### src/rtl/llsa_pkg.sv
// ----------------------------------------------------------------------------
// llsa_pkg: shared types and constants
// Field widths, function codes and the control structs used by the
// least-loaded server assignment block.
// ----------------------------------------------------------------------------
package llsa_pkg;

	localparam int MAX_SERVERS_DEF = 64;
	localparam int LOAD_WIDTH_DEF  = 32;

	localparam int DUR_W  = 20;
	localparam int SRV_W  = 7;
	localparam int CFG_W  = 7;
	localparam int APB_DW = 32;
	localparam int APB_AW = 3;

	localparam logic FUNC_ASSIGN = 1'b0;
	localparam logic FUNC_CLEAR  = 1'b1;

	// register index, taken from paddr[2]
	localparam logic REG_NUM_SERVERS = 1'b0;

	localparam logic [CFG_W-1:0] NUM_SERVERS_RST = CFG_W'(1);

	// broadcast from the controller to every cell
	typedef struct packed {
		logic clr;
		logic wr;
	} llsa_ctl_t;

	// status of the scan token that walks down the chain
	typedef struct packed {
		logic vld;
		logic has1;
		logic has2;
	} llsa_tok_t;

endpackage

### src/rtl/llsa_cfg.sv
// ----------------------------------------------------------------------------
// llsa_cfg: configuration register port
// APB-style access to the server count register.
// ----------------------------------------------------------------------------
module llsa_cfg import llsa_pkg::*; (
	input  logic              clk,
	input  logic              arst_n,
	input  logic              psel,
	input  logic              penable,
	input  logic              pwrite,
	input  logic [APB_AW-1:0] paddr,
	input  logic [APB_DW-1:0] pwdata,
	output logic [APB_DW-1:0] prdata,
	output logic              pready,
	output logic [CFG_W-1:0]  num_servers
);

	logic [CFG_W-1:0] num_q;
	logic             hit;

	assign hit    = (paddr[2] == REG_NUM_SERVERS);
	assign pready = 1'b1;

	always_ff @(posedge clk or negedge arst_n) begin
		if (!arst_n) begin
			num_q <= NUM_SERVERS_RST;
		end else if (psel && penable && pwrite && hit) begin
			num_q <= pwdata[CFG_W-1:0];
		end
	end

	assign prdata      = hit ? APB_DW'(num_q) : '0;
	assign num_servers = num_q;

endmodule
### config.mk
export PLATFORM = sky130hd
export DESIGN_NAME = llsa_cfg
export DESIGN_NICKNAME = d
export VERILOG_FILES = /design/src/rtl/llsa_pkg.sv /design/src/rtl/llsa_cfg.sv
export SDC_FILE = /design/constraint.sdc
export NUM_CORES = 1
export LEC_CHECK = 0
export ABC_AREA = 1
export BUFFER_PORTS_ARGS = -buffer_cell sky130_fd_sc_hd__buf_2
export CORE_MARGIN = 2
export CORE_UTILIZATION = 27
export DETAILED_ROUTE_END_ITERATION = 6
export PLACE_DENSITY = 0.76
export SLEW_MARGIN = 20
export SYNTH_ARGS = -nofsm -noshare
export SYNTH_HDL_FRONTEND = slang
export SYNTH_SLANG_ARGS = --single-unit
### constraint.sdc
create_clock -name clk -period 0.8 [get_ports clk]
set_input_delay 0.16 -clock clk [delete_from_list [all_inputs] [get_ports clk]]
set_output_delay 0.16 -clock clk [all_outputs]
set_load 0.05 [all_outputs]
# After elaboration in Yosys (flattened, before gate mapping)
# Index checks and enable logic that the tools add are counted.
# totals
word_cells,6
out_inout_bits,40
inputBits,40
register_bits,7
# op_classes
reduce_logical,3
bitwise,1
mux,1
# ops
cell,n
$mux 7,1
$logic_and 1x1->1,3
$not 1->1,1

# Depth between registers and ports, before layout
# depth
ltp_word,3
mapped_depth,5
mapped_depth_nobuf,5

# Worst setup path before layout
# Ideal clock, no wire load.
# synth_path
path_kind,flip-flop to output port
from,"register num_q[0], in the netlist num_servers[0]"
to,output port prdata[0]
t_required_ns,0.640
path_slack_ns,-0.757
t_arrival_ns,1.397
n_path_buf,0
stages_incl_launch_ff,3
cell_sequence,dfstp_2 -> inv_1 -> nor2_1
# synth_between
elab_chain_len,1
# synth_rtl
element,line_no,rtl
"start, declared",llsa_cfg.sv:18,logic [CFG_W-1:0] num_q;
"start signal, assigned",llsa_cfg.sv:28,num_q <= pwdata[CFG_W-1:0];
$mux 7,llsa_cfg.sv:32,assign prdata = hit ? APB_DW'(num_q) : '0;
"end, declared",llsa_cfg.sv:13,"output logic [APB_DW-1:0] prdata,"
# No other way between the ends.

# Final worst setup path
# Same ends and word-level chain as after synthesis.

==> impl_results.md <==
* Via Count at 478
* Die height at 50.1 µm
* Pin count of the biggest net entering global routing at 9
* Post-synthesis compound-gate area fraction at 0%
* VDD IR-drop max at 0.845 mV
* Clk sinks at 7
* First-pass GRT wire length at 1720 µm
* R2R depth at 2
* Starting Density at 28.9%
* Ys flop type: dfrtp_1
* 1st-iter DRT viols at 2
* Worst EP required at 0.64 ns
* Post-synthesis cell type count at 12
* Placement Rows at 16
* Reg2reg end: num_servers[0]
* Worst-skew pair later-pin latency at 0.25 ns
* Root buffer cell: clkbuf_4
* Vias per Instance at 3.62
* Crit-path max FO at 3
* Post-synthesis sequential area ratio at 30.8%
* H-tree depth at 1
* Vias in the first global route at 444
* # setup viols final at 14
* Total track usage at 9.36%
* Minimum clock period at 1.23 ns
* Yosys warning count at 0
* Share of layout cells above drive strength 1 at 51.4%
* Worst Slack Setup Final at -0.429 ns
* Fill count at 184
* Initial antenna violation count at 0
* R2r setup slk at 0.10 ns
* IO Pins at 80
* Most frequent cell after synthesis: buf_4
* Top cells by area, synth: buf_4 34%, dfrtp_1 26%, nand2_1 9.8%
* CP Capture Type: output pin
* Placed Instance Area at 681 µm²
* CTS buffer count at 3
* Power Density at 2440 nW/µm²
* ANT cells at 0
* Xor/xnor share of the synthesized area at 0%
* Finished Cell Area at 831 µm²
* Maximum root-to-sink buffer count at 2
* Grt ovf at 0
* Nets at 146
* Final ANT Viol Nets at 0
* Post-synth top cells: 26 x buf_4, 15 x nand2_1, 8 x inv_1, 7 x nand3_1, 7 x nor2_1
* Syn Inst Count at 76
* Die Footprint at 2510 µm²
* Switching share of power at 52.5%
* Area of the multi-input gates at 299 µm²
* LEAKAGE at 0.457 nW
* Yosys top cell by area: buf_4
* Final setup skew at 0 ns
* F_max at 814 MHz
* Synth Register Bits at 7
* CTS tree: built
* Reg power frac at 25.5%
* Setup Crit Path Kind: flip-flop to output pin
* CTS clock-pin slew for the worst setup and hold paths at 0.05 ns
* Routability cong. at 0.694
* Final hold vios at 0
* PnR Total Power at 2.03 mW
* Cells on Worst Hold Path at 3
* Max Transition Viols Final at 0
* Status: finished, violations left
* Min-delay src: pwdata[0]
* Min-Delay Endpoint: num_servers[0]
* Final HPWL DP at 818 µm
* Max reg flops at 7
* Core area at 1980 µm²
* Port-buffer cells at 26
* Largest family of logic cells by synthesized area: buffers and inverters
* Area growth from synthesis to layout at 45.0%
* Async S/R FF share, synth at 100%
* Die extent in x at 50.1 µm
* Worst reg2reg startpoint: num_servers[0]
* Post-Synth Simple-Gate Area at 26.0%
* Synth top area share at 34.1%
* Final WL at 1120 µm
* Hold Path Class: input pin to flip-flop
* Adder-cell share of the synthesized area at 0%
* Max-cap violations at 0
* Nature of the critical path startpoint: flip-flop
* Logic pwr share at 58.7%
* NetSw at 1.06 mW
* Remaining DRCs at 0
* Number of flops mapped to enable cells by yosys at 0
* Drt pass-1 iters at 3
* Critical path arrival at 1.07 ns
* RSZ-0062 raised after global routing: true
* Avg Cell Area, Syn at 7.54 µm²
* Violated checks: setup timing
* Internal Power at 0.963 mW
* Period Utilization, post-route at 154%
* Mapped Area at 573 µm²
* Clk network pwr share at 15.8%
* Mux share of post-synthesis cell area at 0%
* DR WL/cell at 8.50 µm
* Register area at 184 µm²
[area by class of cell]
cell class	count	share of cell area [%]
flip-flops and latches	7	22.1
clock buffers	4	3.16
multi-input cells	57	36.0
repair buffers	28	30.6
inverters	9	4.07
well taps	27	4.07
[stage by stage]
step | cells | setup WS [ns] | hold slack [ns] | util [%] | setup TNS [ns]
2_1_floorplan | 100 | -0.409 | -0.136 | - | -1.95
3_3_place_gp | 126 | -0.257 | -0.00604 | 34.3 | -1.97
3_5_place_dp | 126 | -0.275 | 0.00122 | 34.3 | -2.21
4_1_cts | 132 | -0.432 | 0.130 | 41.2 | -3.80
5_1_grt | 132 | -0.455 | 0.130 | 41.9 | -4.08
6_report | 132 | -0.429 | 0.131 | 41.9 | -3.80
[cells in the final DEF (no fill, tap or decap), drive strengths merged]
| master | count |
|---|---|
| inv | 9 |
| clkbuf | 4 |
| nand3 | 7 |
| nand2 | 16 |
| dfstp | 1 |
| conb | 26 |
| nor2 | 8 |
| dlygate4sd3 | 1 |
| dfrtp | 6 |
| buf | 27 |
[what timing repair did]
| action | 4_1_cts | 5_1_grt |
|---|---|---|
| endpoints found under the setup margin | 14 | 14 |
| cloned | 0 | 0 |
| endpoints found under the hold margin | 7 | 0 |
| setup buffers | 1 | 0 |
| hold buffers | 1 | 0 |
| resized for setup | 29 | 4 |
| pin swaps | 3 | 5 |
[how the worst max path moves through the flow]
| stage | cells past startpoint | from | end | slack, ns |
|---|---|---|---|---|
| after floorplan | 2 | num_servers[0] | prdata[0] | -0.41 |
| after global placement | 3 | num_servers[0] | prdata[0] | -0.26 |
| after detailed placement | 3 | num_servers[0] | prdata[0] | -0.27 |
| after CTS | 3 | num_servers[0] | prdata[0] | -0.43 |
| after global routing | 3 | num_servers[0] | prdata[0] | -0.46 |
| final | 3 | num_servers[0] | prdata[0] | -0.43 |
[per-layer routing]
layer / track usage (%) / part of all wire (%)
met1: 6.89 / 32
met2: 18.9 / 52
met3: 2.12 / 13
met4: 8.33 / 2.8
met5: 0 / 0
[kinds of logic (layout without fill, tap and decap cells)]
group / after synthesis / in the layout
buffers and inverters: 36 / 41
and+or+nand+nor: 31 / 31
DFF: 7 / 7
other: 2 / 26
[worst max-delay path, cell delays in order (launching register included)]
cell and delay (ns):
dfstp_2 0.54, inv_2 0.04, nor2_4 0.07, buf_6 0.16
[power groups by stage]
| stage | Combinational [mW] | Sequential, mW | Clock, mW |
|---|---|---|---|
| finish | 1.19 | 0.516 | 0.320 |
| global route | 1.24 | 0.524 | 0.336 |
| CTS | 1.16 | 0.514 | 0.323 |
| detailed placement | 1.00 | 0.505 | 0 |
| global placement | 0.994 | 0.500 | 0 |
| floorplan | 0.709 | 0.742 | 0 |
Note: power is estimated with default switching activity, not from simulation.
