### src/rtl/llsa_pkg.sv
// ----------------------------------------------------------------------------
// llsa_pkg: shared types and constants
// Field widths, function codes and the control structs used by the
// least-loaded server assignment block.
// ----------------------------------------------------------------------------
package llsa_pkg;

	localparam int MAX_SERVERS_DEF = 64;
	localparam int LOAD_WIDTH_DEF  = 32;

	localparam int DUR_W  = 20;
	localparam int SRV_W  = 7;
	localparam int CFG_W  = 7;
	localparam int APB_DW = 32;
	localparam int APB_AW = 3;

	localparam logic FUNC_ASSIGN = 1'b0;
	localparam logic FUNC_CLEAR  = 1'b1;

	// register index, taken from paddr[2]
	localparam logic REG_NUM_SERVERS = 1'b0;

	localparam logic [CFG_W-1:0] NUM_SERVERS_RST = CFG_W'(1);

	// broadcast from the controller to every cell
	typedef struct packed {
		logic clr;
		logic wr;
	} llsa_ctl_t;

	// status of the scan token that walks down the chain
	typedef struct packed {
		logic vld;
		logic has1;
		logic has2;
	} llsa_tok_t;

endpackage

### src/rtl/llsa_cell.sv
// ----------------------------------------------------------------------------
// llsa_cell: one server slot of the scan chain
// Holds one server load. A passing scan token keeps the best and second
// best (load, index) seen so far; the cell folds its own load in when the
// server is in use and hands the token to its neighbor in the next cycle.
// ----------------------------------------------------------------------------
module llsa_cell import llsa_pkg::*; #(
	parameter int K          = 0,
	parameter int IDX_W      = 6,
	parameter int LOAD_WIDTH = LOAD_WIDTH_DEF
) (
	input  logic                  clk,
	input  logic                  arst_n,
	input  llsa_ctl_t             ctl,
	input  logic [IDX_W-1:0]      wr_idx,
	input  logic [LOAD_WIDTH-1:0] wr_data,
	input  logic [IDX_W-1:0]      last_idx,
	input  llsa_tok_t             tok_in,
	input  logic [LOAD_WIDTH-1:0] v1_in,
	input  logic [IDX_W-1:0]      i1_in,
	input  logic [LOAD_WIDTH-1:0] v2_in,
	input  logic [IDX_W-1:0]      i2_in,
	output llsa_tok_t             tok_out,
	output logic [LOAD_WIDTH-1:0] v1_out,
	output logic [IDX_W-1:0]      i1_out,
	output logic [LOAD_WIDTH-1:0] v2_out,
	output logic [IDX_W-1:0]      i2_out
);

	localparam logic [IDX_W-1:0] KI = IDX_W'(K);

	logic [LOAD_WIDTH-1:0] load_q;
	llsa_tok_t             tok_q;
	logic [LOAD_WIDTH-1:0] v1_q, v2_q;
	logic [IDX_W-1:0]      i1_q, i2_q;

	logic                  active;
	llsa_tok_t             tok_d;
	logic [LOAD_WIDTH-1:0] v1_d, v2_d;
	logic [IDX_W-1:0]      i1_d, i2_d;

	assign active = (KI <= last_idx);

	// indices arrive in increasing order, so strict less keeps the lower index
	always_comb begin
		tok_d = tok_in;
		v1_d  = v1_in;
		i1_d  = i1_in;
		v2_d  = v2_in;
		i2_d  = i2_in;
		if (tok_in.vld && active) begin
			if (!tok_in.has1 || load_q < v1_in) begin
				tok_d.has1 = 1'b1;
				tok_d.has2 = tok_in.has1;
				v1_d       = load_q;
				i1_d       = KI;
				v2_d       = v1_in;
				i2_d       = i1_in;
			end else if (!tok_in.has2 || load_q < v2_in) begin
				tok_d.has2 = 1'b1;
				v2_d       = load_q;
				i2_d       = KI;
			end
		end
	end

	always_ff @(posedge clk or negedge arst_n) begin
		if (!arst_n) begin
			load_q <= '0;
			tok_q  <= '0;
		end else begin
			if (ctl.clr) begin
				load_q <= '0;
			end else if (ctl.wr && wr_idx == KI) begin
				load_q <= wr_data;
			end
			tok_q <= tok_d;
		end
	end

	always_ff @(posedge clk) begin
		v1_q <= v1_d;
		i1_q <= i1_d;
		v2_q <= v2_d;
		i2_q <= i2_d;
	end

	assign tok_out = tok_q;
	assign v1_out  = v1_q;
	assign i1_out  = i1_q;
	assign v2_out  = v2_q;
	assign i2_out  = i2_q;

endmodule

### config.mk
export PLATFORM = sky130hd
export DESIGN_NAME = llsa_cell
export DESIGN_NICKNAME = d
export VERILOG_FILES = /design/src/rtl/llsa_pkg.sv /design/src/rtl/llsa_cell.sv
export SDC_FILE = /design/constraint.sdc
export NUM_CORES = 1
export LEC_CHECK = 0
export ABC_CLOCK_PERIOD_IN_PS = 2300
export CAP_MARGIN = 20
export CORE_MARGIN = 2
export CORE_UTILIZATION = 35
export DETAILED_ROUTE_END_ITERATION = 16
export DONT_BUFFER_PORTS = 1
export GPL_ROUTABILITY_DRIVEN = 0
export GPL_TIMING_DRIVEN = 0
export PLACE_DENSITY_LB_ADDON = 0.08
export SYNTH_ARGS = -nofsm -noshare
export SYNTH_HDL_FRONTEND = slang
export SYNTH_SLANG_ARGS = --single-unit
### constraint.sdc
create_clock -name clk -period 2.3 [get_ports clk]
set_clock_uncertainty 0.05 [all_clocks]
set_input_delay 0.345 -clock clk [delete_from_list [all_inputs] [get_ports clk]]
set_output_delay 0.345 -clock clk [all_outputs]
set_load 0.1 [all_outputs]
**Word level (Yosys, flattened, before mapping)**

Index checks and enable logic that the tools add are counted.
Widths: inputs -> output; s select.

- Bits of input ports: 127
- Output and inout port bits: 79
- Register bits: 111
- Word-level logic and storage cells: 35

- Multiplexer cells: 16
- Order comparisons: 3
- Reductions and logical operators: 8

Operators by type and width:

| cell | number |
|---|---|
| $mux 32 | 7 |
| $lt 32x32->1 | 2 |
| $mux 6 | 5 |
| $le 1x6->1 const A | 1 |
| $logic_not 6->1 | 1 |
| $mux 1 | 3 |
| $logic_and 1x1->1 | 2 |
| $logic_not 1->1 | 2 |
| $logic_or 1x1->1 | 2 |
| $mux 2 | 1 |
| $reduce_bool 2->1 | 1 |

**Logic depth before layout (Yosys ltp)**

Gate-level depths: netlist of the first run.

- Word-level depth: 5
- Depth in mapped cells: 10
- Depth with buffers taken out: 8

**Least setup slack after synthesis of the first run**

Ideal clock, no wire load.

- Kind: register to register
- Start: register load_q[31]
- End: register v2_q[17], in the netlist v2_out[17]
- Path buffers: 2
- Setup slack: 67 ps
- Library setup time: 79 ps
- Stages on the path, launching flop included: 10
- Data arrival time: 2104 ps
- Required time: 2171 ps
- Clock period less this slack: 2233 ps
- Path through: dfrtp_1 -> ha_1 -> nand4_2 -> nor4_2 -> and4_1 -> a2bb2oi_2 -> a22o_1 -> buf_6 -> buf_6 -> o221ai_2

- Longest elaborated chain between the ends: 5
- Elaborated cells between the ends (all ways): 7
- Those cells by class: order compare (2); mux (3); reduce/logical (2)

Ends and longest elaborated chain:

| item | line | RTL |
|---|---|---|
| start, declared | llsa_cell.sv:32 | `logic [LOAD_WIDTH-1:0] load_q;` |
| start signal, assigned | llsa_cell.sv:75 | `load_q <= wr_data;` |
| $lt 32x32->1 | llsa_cell.sv:59 | `end else if (!tok_in.has2 \|\| load_q < v2_in) begin` |
| $logic_or 1x1->1 | llsa_cell.sv:59 |  |
| $mux 32 | llsa_cell.sv:59 |  |
| $mux 32 * | llsa_cell.sv:52 | `if (!tok_in.has1 \|\| load_q < v1_in) begin` |
| $mux 32 * | llsa_cell.sv:51 | `if (tok_in.vld && active) begin` |
| net v2_d[17] | llsa_cell.sv:39 | `logic [LOAD_WIDTH-1:0] v1_d, v2_d;` |
| end signal, assigned | llsa_cell.sv:84 | `v2_q <= v2_d;` |
| end, declared | llsa_cell.sv:34 | `logic [LOAD_WIDTH-1:0] v1_q, v2_q;` |

Mark *: on every way through the listed nets, which the timed path passes. The rest lies on a longest branch.
A chain may end at the register's enable or synchronous reset.

**Final worst setup path of the first run**

- Start: register load_q[9]
- End: register v2_q[6], in the netlist v2_out[6]

The elaborated chain is that of the path after synthesis.

==> impl_summary.md, run 1 <==
Outcome
The flow ran to the end, but the final reports show violations. The final reports fail on setup timing.

Synth
Summing the areas of all compound-gate instances in the mapped netlist gives 21.4% of the synthesized area. Summing the areas of all fa, ha and maj instances in the mapped netlist gives 13.4% of the synthesized area. The area of the mapped netlist is 5790 um^2.

The number of synthesized flops with an enable pin is 0. Synthesis inferred 111 register bits. The post-synthesis average cell area is 8.58 um^2.

After synthesis, the share of cell area in mux cells is 0%. The number of different library cells in the post-synthesis netlist is 43. Summing the areas of all and, or, nand and nor instances in the mapped netlist gives 13.7% of the synthesized area.

The total number of yosys warnings is 0. The number of nets handed over by synthesis was 863. The synthesized instance count is 674. Of the total synthesized cell area, the portion taken by XOR and XNOR cells is 0%. The fraction of registers with async set or reset after synthesis is 31.5%. Summing the sequential cell areas from Yosys gives 41.4% of the chip area. The predominant post-synthesis flop cell is sky130_fd_sc_hd__dfxtp_1. By area, the combinational part of the netlist is dominated by compound AO/OA/AOI/OAI gates.

Timing
Setup repair after global routing could not meet its margin everywhere. The maximum frequency from static timing analysis is 0.407 GHz. The number of pins exceeding their max-slew limit in the final report was 0.

The total negative slack is -5160 ps. Across all setup checks in the final design, the least slack found is -158 ps. The slew at the pin with the worst max-slew slack is 1000 ps. The final critical path takes up 107% of the cycle. The final-report setup violation count is 68. The final-report hold violation count is 0. The routed design could run at a clock period as short as 2460 ps.

Headroom to the max-slew limit came out at 33.1%. The final hold slack is 44.1 ps.

Hold path
The type of the most critical hold path is primary input to register.

CTS
Clock-pin slew was measured on the worst setup and hold paths at 80 ps. CTS saw 111 sinks. The tree is rooted in a sky130_fd_sc_hd__clkbuf_16. The latest clock arrival within the worst-skew pair is 360 ps. The CTS tree is yes. The number of buffers created by CTS is 9. The H-tree generated during clock tree synthesis spans 3 levels. The maximum buffer depth of the clock tree is 2.

Cells and area
Cells with a size suffix above 1 make up 15.4% of the layout. The area added between synthesis and finish is 18.9%. The repair_antennas step left the layout with diodes totalling 0.

The filler cells instantiated in the layout total 1732. For this run, the post-layout net count is 903.

Setup path
At the worst endpoint, the arrival time is 2680 ps. The category of cells accounting for the largest share of critical-path delay is compound AO/OA/AOI/OAI gates. The buffer and inverter count on the worst path is 2. STA classifies the critical path startpoint as a register. For the worst setup path, the data required time is 2520 ps. The critical path class is register to register. The critical path's slowest cell is sky130_fd_sc_hd__dfrtp_1. The maximum fanout along the worst path is 6. The critical path goes through ha_1 > nand2_1 > nor4_4 > nand4_1 > o22a_1 > a22o_1 > buf_6 > buf_12 > o221ai_1. The kind of capture point of the worst setup path is a register. In this design, the stage delay of the slowest critical-path cell is 430 ps.

GRT
The global-route wire length before repair is 28.1 mm. The total global routing overflow is 0. The pin count of the biggest net entering global routing is 36. The initial antenna violation count is 0.

The global-route usage over all layers is 20.7%. The via count of the first global-routing pass came to 5094.

Place
The setup slack after placement is -615 ps. The number of port buffers is 0. The sum of net half-perimeters after detailed placement is 13.3 mm.

Power and ir drop
The worst-case vdd ir drop is 354 uV. The final total power is 4.65 mW. The static leakage power is 3.04 nW. The power density of the placed cells is 676 nW/um^2.

Route
Across all layers, the routed design uses 4971 vias. In this run the remaining antenna-violating nets after routing total 0. The length of the first detailed-routing pass in iterations is 4.

The routed design has 18.0 mm of wire. The number of remaining DRC errors is 0. In the routed layout, each cell is associated on average with a via count of 5.29. The average wire per standard cell is 19.2 um. The first-iteration detailed-routing DRC count is 227.

Die
The die boundary width is 133 um. For this configuration, the core starts out at a cell density of 35.4%. After floorplanning, the core was sized to cover 16300 um^2.

Pin placement for this block handled 206 I/O pins. The die footprint is 17600 um^2. The overall die height is 133 um. Row generation in the floorplan step produced 47 rows.

Job
Across the run, the number of max-cap violations was 0.
cells in the mapped netlist, types with 2 or more instances:
library cell / count / area [um^2]
sky130_fd_sc_hd__a21oi_1: 60 / 300
sky130_fd_sc_hd__o221ai_1: 18 / 158
sky130_fd_sc_hd__o22ai_1: 2 / 12.5
sky130_fd_sc_hd__inv_1: 105 / 394
sky130_fd_sc_hd__dfrtp_1: 35 / 876
sky130_fd_sc_hd__and4_1: 4 / 35.0
sky130_fd_sc_hd__clkbuf_1: 20 / 75.1
sky130_fd_sc_hd__o21ai_0: 58 / 290
sky130_fd_sc_hd__nand2_1: 89 / 334
sky130_fd_sc_hd__nand3_1: 40 / 200
sky130_fd_sc_hd__nor2_1: 9 / 33.8
sky130_fd_sc_hd__o221ai_2: 14 / 210
sky130_fd_sc_hd__o21ai_1: 26 / 130
sky130_fd_sc_hd__dfxtp_1: 76 / 1520
sky130_fd_sc_hd__buf_2: 8 / 40.0
sky130_fd_sc_hd__ha_1: 62 / 776
sky130_fd_sc_hd__buf_6: 6 / 67.6
sky130_fd_sc_hd__and2_1: 6 / 37.5
sky130_fd_sc_hd__nand4_1: 9 / 56.3
sky130_fd_sc_hd__nand2b_1: 4 / 25.0
path summary, 6_finish.rpt:
path | depth (start not counted) | from | slack [ps] | end
max in group asynchronous | 2 | arst_n | 1560 | load_q[1]$_DFFE_PN0P_
worst max-delay path | 9 | load_q[9]$_DFFE_PN0P_ | -160 | v2_out[6]$_DFF_P_
worst min-delay path | 1 | tok_in[1] | 40 | tok_out[1]$_DFF_PN0_
worst max register to register | 9 | load_q[9]$_DFFE_PN0P_ | -160 | v2_out[6]$_DFF_P_
min in group asynchronous | 2 | arst_n | 400 | load_q[11]$_DFFE_PN0P_
worst min register to register | 2 | load_q[0]$_DFFE_PN0P_ | 520 | load_q[0]$_DFFE_PN0P_
per-layer routing:
| layer | GRT usage (%) | up-vias | part of all wire [%] |
|---|---|---|---|
| met2 | 33.7 | 178 | 47 |
| li1 | - | 2402 | - |
| met4 | 8.48 | 0 | 2.4 |
| met3 | 4.64 | 23 | 6.2 |
| met1 | 26.6 | 2368 | 44 |
| met5 | 0 | - | 0 |
timing repair:
item	4_1_cts	5_1_grt
endpoints found under the setup margin	76	76
endpoints found under the hold margin	38	0
pin swaps	15	2
hold buffers	4	0
buffers inserted	19	6
gates resized for setup	57	12
cell families after synthesis:
| family | count (synthesis) |
|---|---|
| buffers and inverters | 140 |
| adders and majority gates | 62 |
| AOI/OAI and AO/OA | 192 |
| and+or+nand+nor | 169 |
| DFF | 111 |
through the flow:
stage | instances | util (%) | cell area [um^2]
2_1_floorplan | 674 | - | 5790
5_1_grt | 939 | 42.1 | 6880
6_report | 939 | 42.1 | 6880
3_3_place_gp | 894 | 37.1 | 6060
4_1_cts | 933 | 41.4 | 6770
3_5_place_dp | 894 | 37.1 | 6060
power breakdown:
part	total (mW)	internal, mW	switching, mW
Clock	1.56	0.763	0.793
Sequential	2.72	2.02	0.696
Combinational	0.379	0.156	0.223
Total	4.65	2.94	1.71
worst register-to-register path, delay by kind of cell (launching register included):
family	cells	cell delay (ps)
AOI/OAI and AO/OA	3	680
and+or+nand+nor	3	620
DFF	1	430
adders and majority gates	1	310
buffers and inverters	2	290
cells in the final DEF (no fill, tap or decap), types with 2 or more instances in the layout:
master / count
sky130_fd_sc_hd__inv_1: 105
sky130_fd_sc_hd__a21oi_1: 58
sky130_fd_sc_hd__buf_6: 6
sky130_fd_sc_hd__clkbuf_16: 9
sky130_fd_sc_hd__nand2b_1: 4
sky130_fd_sc_hd__nor2_1: 9
sky130_fd_sc_hd__clkbuf_8: 2
sky130_fd_sc_hd__and4_4: 3
sky130_fd_sc_hd__buf_8: 3
sky130_fd_sc_hd__ha_4: 6
sky130_fd_sc_hd__o221ai_1: 17
sky130_fd_sc_hd__clkbuf_4: 2
sky130_fd_sc_hd__o21ai_2: 2
sky130_fd_sc_hd__dlygate4sd3_1: 3
sky130_fd_sc_hd__o221ai_2: 15
sky130_fd_sc_hd__inv_8: 2
sky130_fd_sc_hd__dfxtp_1: 76
sky130_fd_sc_hd__clkbuf_1: 10
sky130_fd_sc_hd__dfrtp_1: 32
sky130_fd_sc_hd__dfrtp_2: 3
sky130_fd_sc_hd__inv_6: 2
sky130_fd_sc_hd__buf_4: 29
sky130_fd_sc_hd__nand3_1: 40
sky130_fd_sc_hd__nand2_1: 89
sky130_fd_sc_hd__clkbuf_2: 6
sky130_fd_sc_hd__inv_4: 2
sky130_fd_sc_hd__buf_12: 3
sky130_fd_sc_hd__o21ai_1: 26
sky130_fd_sc_hd__and2_1: 6
sky130_fd_sc_hd__o21ai_0: 56
sky130_fd_sc_hd__nor4_4: 2
sky130_fd_sc_hd__nand4_1: 9
sky130_fd_sc_hd__ha_1: 56
sky130_fd_sc_hd__a21oi_2: 2
sequential cells by signal (all words and copies together) (netlist names):
name     count
i2_out       6
v2_out      32
tok_out      3
i1_out       6
load_q      32
v1_out      32
final cells by class:
cell class | instances | area (um^2) | share of cell area (%)
clock buffer | 9 | 225 | 3.27
buffer | 35 | 280 | 4.07
clock inverter | 7 | 61.3 | 0.891
multi-input combinational | 423 | 2990 | 43.5
timing repair buffer | 29 | 250 | 3.64
inverter | 105 | 394 | 5.73
tap | 220 | 275 | 4.00
sequential | 111 | 2400 | 34.9
(Power assumes the default switching activity.)
==> run 2, diff against run 1 <==
--- a/config.mk
+++ b/config.mk
@@ -5,7 +5,7 @@
 export SDC_FILE = /design/constraint.sdc
 export NUM_CORES = 1
 export LEC_CHECK = 0
-export ABC_CLOCK_PERIOD_IN_PS = 2300
+export ABC_CLOCK_PERIOD_IN_PS = 2050
 export CAP_MARGIN = 20
 export CORE_MARGIN = 2
 export CORE_UTILIZATION = 35
==> constraint.sdc (replaced) <==
create_clock -name clk -period 2.05 [get_ports clk]
set_clock_uncertainty 0.05 [all_clocks]
set_input_delay 0.3075 -clock clk [delete_from_list [all_inputs] [get_ports clk]]
set_output_delay 0.3075 -clock clk [all_outputs]
set_load 0.1 [all_outputs]
==> impl_summary.md, run 2 (synthesized netlist as in run 1, its figures left out) <==
Setup path
STA classifies the critical path endpoint as a register. The arrival time of data at the critical path endpoint is 2830 ps. For this design, the slowest cell found on the critical path is sky130_fd_sc_hd__dfrtp_2. The critical path is of the register to register type. The maximum fanout along the worst path is 6. For the worst setup path, the data required time is 2280 ps. On the critical path the largest part of the delay comes from simple AND/OR/NAND/NOR gates. STA classifies the critical path startpoint as a register. The critical path contains buffers and inverters numbering 2 combined. The highest cell delay on the worst timing path is 440 ps. Walking the worst path, the cells encountered are ha_4 > nand4_1 > nor4_4 > and4_4 > a2bb2oi_4 > a22o_1 > buf_6 > buf_12 > o221ai_2.

Power and ir drop
The combinational fraction of design power is 9.2%. Power comes to 5.29 mW. The total net switching power is 1.95 mW. Dividing total power by cell area gives a power density of 738 nW/um^2. The share of power burned in the clock network is 33.2%.

The sequential share of power is 57.6%. The switching part of the total power is 36.9%. In this run the static leakage power is 3.07 nW.

Across the VDD grid, the largest voltage drop is 360 uV. The internal portion of the total power is 3.34 mW.

Timing
The worst slew margin relative to its limit is 34.6%. The post-route fraction of the period consumed by the critical path is 127%. For this run, the top clock speed supported by timing is 0.385 GHz. Setup repair after global routing could not meet its margin everywhere. The final-report hold violation count is 0. The final hold slack is 14.5 ps. Setup slack on the critical path of the routed design comes to -546 ps. The slew at the pin with the worst max-slew slack is 979 ps. The number of pins exceeding their max-slew limit in the final report is 0. Setup violations remaining at the end of the flow were counted as 76.

The final critical delay including setup and external delays is 2600 ps.

Cells and area
Excluding fillers, the count of instances in the completed layout stands at 940. The final layout net count is 904. Leaving out fill and tap cells, the most frequent cell in the layout is sky130_fd_sc_hd__inv_1.

The core utilization of the finished layout is 43.9%. In the layout the commonest cells are sky130_fd_sc_hd__inv_1, sky130_fd_sc_hd__nand2_1, sky130_fd_sc_hd__dfxtp_1. Relative to the synthesized area, the layout overhead comes to 23.9%. 0 antenna diodes ended up in the layout. Cells with a size suffix above 1 make up 18.3% of the layout.

GRT
Entering global routing, the biggest net connects 36 pins. Global routing consumed, over all layers together, 21.3% of the routing resources. The first global-routing pass estimated 28.9 mm of wire. The via count of the first global-routing pass came to 5299.

The initial antenna violation count was 0. Summed over all layers, the global routing overflow is 0.

Route
Once detail routing completed, the nets flagged for antenna violations numbered 0. The detailed router finished its first iteration with 201 violations. Using the TritonRoute via totals, the vias-per-cell ratio works out to 5.38. The length of the first detailed-routing pass in iterations is 6. After detailed routing, the number of remaining DRC violations is 0. In the final routed layout, each cell accounts on average for 19.9 um. The vias after detailed routing is 5060. The routed design has 18.7 mm of wire.

Job
The number of maximum-capacitance violations is 0.

CTS
The clock net sink count is 111. The number of levels the H-tree was split into is 3. CTS placed an instance of sky130_fd_sc_hd__clkbuf_16 at the clock tree root. The maximum buffer depth of the clock tree is 2. The clock-pin slew on the worst setup and hold paths is 80 ps. The clock reaches the later pin of the worst-skew pair after 360 ps.

TritonCTS created 9 clock buffers. The CTS tree is yes.

Outcome
The final reports fail on setup timing. The run finished, with violations left.

Die
The overall die height is 133 um. The total area inside the core boundary comes to 16300 um^2. The row count is 47. The die footprint is 17600 um^2. The effective utilization at floorplan is 35.4%. The die boundary width is 133 um.

During I/O placement, the number of pins put on the boundary was 206.

Place
The number of port buffers is 0. Counting tap cells, the placed design contains a total of 894 instances. The setup slack after placement is -782 ps. The wire-length estimate of the detail-placed layout is 13.5 mm.

Hold path
In this run the worst hold path is classified as primary input to register.
run 2: area by class of cell:
class                      instances  area, um^2
timing repair buffer              30         313
tap                              220         275
clock buffer                       9         225
sequential                       111        2400
fill                            1705        9180
inverter                         105         394
multi-input combinational        423        3190
buffer                            35         309
clock inverter                     7        63.8
run 2: power groups by stage:
stage          Combinational, mW  Clock [mW]  Sequential, mW
6_report                   0.485        1.76            3.05
4_1_cts                    0.468        1.81            3.05
5_1_grt                    0.538        1.88            3.06
2_1_floorplan              0.268           0            3.08
3_5_place_dp               0.357           0            3.10
3_3_place_gp               0.353           0            3.10
run 2: timing repair:
item                                    CTS  global route
gates cloned                              2             0
setup buffers                            18             4
hold endpoints to repair                 41             0
gates resized for setup                  67            29
endpoints found under the setup margin   76            76
hold buffers                              7             0
pin swaps                                 9             4
run 2: worst paths after layout:
check / from / end / slack, ps / depth (start not counted)
hold / removal: v1_in[0] / v1_out[0]$_DFF_P_ / 10 / 2
max in group asynchronous: arst_n / load_q[23]$_DFFE_PN0P_ / 1330 / 2
min in group asynchronous: arst_n / load_q[31]$_DFFE_PN0P_ / 400 / 2
hold reg to reg: load_q[0]$_DFFE_PN0P_ / load_q[0]$_DFFE_PN0P_ / 510 / 2
setup reg to reg: load_q[23]$_DFFE_PN0P_ / v2_out[2]$_DFF_P_ / -550 / 9
setup / recovery: load_q[23]$_DFFE_PN0P_ / v2_out[2]$_DFF_P_ / -550 / 9
run 2: stage by stage:
stage / area (um^2) / TNS [ps]
final: 7170 / -30980
after global routing: 7170 / -36940
after CTS: 7020 / -26630
after detailed placement: 6150 / -51200
after global placement: 6150 / -49290
after floorplan: 5880 / -1690
run 2: worst reg2reg max path: stages, from the launching register on:
cell and delay (ps):
sky130_fd_sc_hd__dfrtp_2 440, sky130_fd_sc_hd__ha_4 280, sky130_fd_sc_hd__nand4_1 210, sky130_fd_sc_hd__nor4_4 420
sky130_fd_sc_hd__and4_4 300, sky130_fd_sc_hd__a2bb2oi_4 70, sky130_fd_sc_hd__a22o_1 270, sky130_fd_sc_hd__buf_6 170
sky130_fd_sc_hd__buf_12 150, sky130_fd_sc_hd__o221ai_2 160
run 2: per-layer routing:
layer | GRT usage, % | share of wire (%) | up-vias
li1 | - | - | 2406
met1 | 25.9 | 42 | 2446
met2 | 36.2 | 49 | 182
met3 | 5.44 | 6.6 | 26
met4 | 8.36 | 2.1 | 0
met5 | 0 | 0 | -
==> run 3, diff against run 2 <==
--- a/config.mk
+++ b/config.mk
@@ -13,6 +13,7 @@
 export DONT_BUFFER_PORTS = 1
 export GPL_ROUTABILITY_DRIVEN = 0
 export GPL_TIMING_DRIVEN = 0
+export HOLD_SLACK_MARGIN = 0.15
 export PLACE_DENSITY_LB_ADDON = 0.08
 export SYNTH_ARGS = -nofsm -noshare
 export SYNTH_HDL_FRONTEND = slang
==> impl_summary.md, run 3 (synthesized netlist as in run 1, its figures left out) <==
GRT
Entering global routing, the biggest net connects 36 pins. Across every metal layer, demand over resource in global routing totals 22.8%. The via count of the first global-routing pass came to 5797.

The global-route wire length before repair is 31.1 mm. The initial antenna violation count is 0. After global routing the overflow that remains totals 0.

Setup path
The worst setup path is captured at a register. STA classifies the critical path startpoint as a register. Among all stages on the critical path, the largest delay is contributed by sky130_fd_sc_hd__dfrtp_2.

The arrival time of data at the critical path endpoint is 2820 ps. Walking the worst path, the cells encountered are ha_4 > nand4_1 > nor4_4 > and4_4 > a2bb2oi_4 > a22o_1 > buf_6 > buf_12 > o221ai_2. Counting both buffers and inverters, the worst setup path holds a total of 2.

The largest single stage delay on the critical path is 440 ps. In this run the critical register-to-register path is captured at v2_out[22]$_DFF_P_. The data required time at the worst endpoint is 2280 ps. For flop-to-flop paths, the worst setup slack is -540 ps.

In this run the critical register-to-register path is launched from load_q[23]$_DFFE_PN0P_. The maximum fanout along the worst path is 6. The category of cells accounting for the largest share of critical-path delay is simple AND/OR/NAND/NOR gates. The critical path class is register to register. The logic depth of the worst register-to-register path is 9.

Hold path
Counting instances, the worst hold path has a depth of 2. In this run the worst hold path is classified as primary input to register. The worst hold path terminates at v2_out[28]$_DFF_P_. The startpoint identified for the worst hold timing path is v2_in[28].

Route
The post-detailed-route via-to-cell ratio is 5.24. The average wire per standard cell is 19.3 um. The number of remaining DRC errors is 0.

The number of antenna-violating nets in the routed design is 0. The first-iteration detailed-routing DRC count is 264. The pre-antenna-repair detailed-routing pass consisted of 6 iterations.

The routed design has 20.1 mm of wire. The vias after detailed routing is 5482.

Cells and area
The repair_antennas step left the layout with diodes totalling 0. Leaving out fill and tap cells, the most frequent cell in the layout is sky130_fd_sc_hd__dlygate4sd3_1. The finished cells cover 8250 um^2. After the last flow step, the layout net total stands at 1010. The proportion of layout cells with a drive suffix above 1 is 16.9%. Relative to the synthesized area, the layout overhead comes to 42.6%.

In the layout the commonest cells are sky130_fd_sc_hd__dlygate4sd3_1, sky130_fd_sc_hd__inv_1, sky130_fd_sc_hd__nand2_1. After filler insertion, the fill cell instance count of the layout stands at 1625.

Power and ir drop
The combinational fraction of design power is 12.3%. The total net switching power is 2.01 mW. The analysis attributes to cell leakage a power of 3.53 nW.

Cell internal power was estimated by the tool at 3.48 mW. VDD sags by at most 367 uV. Of the total power, registers draw 55.6%. The share of power burned in the clock network is 32.1%.

For this design the ratio of total power to cell area is 665 nW/um^2. In this run switching power makes up 36.7% of total power.

Timing
Dividing the final minimum period by the clock period gives 126%. The number of pins exceeding their max-slew limit in the final report was 0. The maximum frequency from static timing analysis is 0.386 GHz.

Setup repair after global routing could not meet its margin everywhere. Setup violations remaining at the end of the flow were counted as 76. For the finished layout, the period the worst path requires is 2590 ps.

Measured against its own limit, the worst slew margin works out to 34.2%. At the pin with the least slew margin, the transition time is 985 ps. The final-report hold violation count is 0. After layout, the worst setup slack is -541 ps.

Place
Once detailed placement completed, the half-perimeter wirelength came to 13.5 mm. Prior to clock tree synthesis, the placed netlist has a worst setup slack of -782 ps. In this run the tool buffered the top-level ports with 0 buffer cells. The total cell area at the placement stage is 6150 um^2.

CTS
The clock-pin slew on the worst setup and hold paths is 80 ps. The clock passes through at most 2 buffers. At the later pin of the worst-skew pair, clock insertion delay measures 360 ps. The number of buffers created by CTS is 9. TritonCTS built the clock tree. The clock net sink count is 111.

The CTS root buffer is sky130_fd_sc_hd__clkbuf_16. The H-tree was split into 3 levels.

Die
The floorplan step set the die height to 133 um. The total area inside the core boundary comes to 16300 um^2. The die footprint is 17600 um^2. In this run the core area contains 47 standard-cell rows. 206 I/O pins were placed. The die is 133 um wide. The effective utilization at floorplan is 35.4%.

Outcome
The final reports fail on setup timing. The run finished, with violations left.

Job
The number of maximum-capacitance violations is 0.
## run 3: stage by stage
step           hold slack (ps)  instances  total power [mW]  setup TNS [ps]  utilization, %
2_1_floorplan            -38.1        674              3.35           -1690               -
3_5_place_dp             -36.7        894              3.46          -51200            37.6
4_1_cts                    165       1037              5.49          -26630            49.1
6_report                   177       1046              5.49          -32560            50.5
3_3_place_gp             -36.8        894              3.45          -49290            37.6
5_1_grt                    176       1046              5.67          -39050            50.5
## run 3: metal layers
| layer | track usage (%) | share of wire, % |
|---|---|---|
| met3 | 4.52 | 5.8 |
| met2 | 39.5 | 50 |
| met1 | 27.9 | 42 |
| met4 | 8.54 | 1.7 |
| met5 | 0 | 0 |
## run 3: how the worst max path moves through the flow
| stage | from | endpoint | slack, ps | depth (start not counted) |
|---|---|---|---|---|
| final | load_q[23]$_DFFE_PN0P_ | v2_out[22]$_DFF_P_ | -540 | 9 |
| after global routing | load_q[13]$_DFFE_PN0P_ | v2_out[25]$_DFF_P_ | -600 | 9 |
| after CTS | load_q[29]$_DFFE_PN0P_ | v2_out[30]$_DFF_P_ | -440 | 9 |
| after detailed placement | load_q[1]$_DFFE_PN0P_ | v2_out[9]$_DFF_P_ | -780 | 7 |
| after global placement | load_q[1]$_DFFE_PN0P_ | v2_out[9]$_DFF_P_ | -800 | 7 |
| after floorplan | load_q[23]$_DFFE_PN0P_ | v2_out[17]$_DFF_P_ | -70 | 9 |
## run 3: what timing repair did
item,in CTS,in global routing
gates cloned,2,2
hold endpoints to repair,146,0
setup buffers,18,7
endpoints found under the setup margin,76,76
gates resized for setup,67,50
pin swaps,9,3
hold buffers,107,0
## run 3: final cells by class
| cell class | count | area [um^2] | area share [%] |
|---|---|---|---|
| Multi-Input combinational cell | 423 | 3210 | 38.8 |
| Clock buffer | 9 | 225 | 2.73 |
| Tap cell | 220 | 275 | 3.34 |
| Inverter | 105 | 394 | 4.78 |
| Buffer | 35 | 312 | 3.78 |
| Clock inverter | 7 | 63.8 | 0.773 |
| Timing Repair Buffer | 136 | 1370 | 16.6 |
| Sequential cell | 111 | 2400 | 29.1 |
## run 3: power by group through the flow
stage	Sequential, mW	Combinational, mW	Clock (mW)
2_1_floorplan	3.08	0.268	0
3_3_place_gp	3.10	0.353	0
3_5_place_dp	3.10	0.357	0
4_1_cts	3.05	0.631	1.81
5_1_grt	3.06	0.740	1.88
6_report	3.05	0.677	1.76
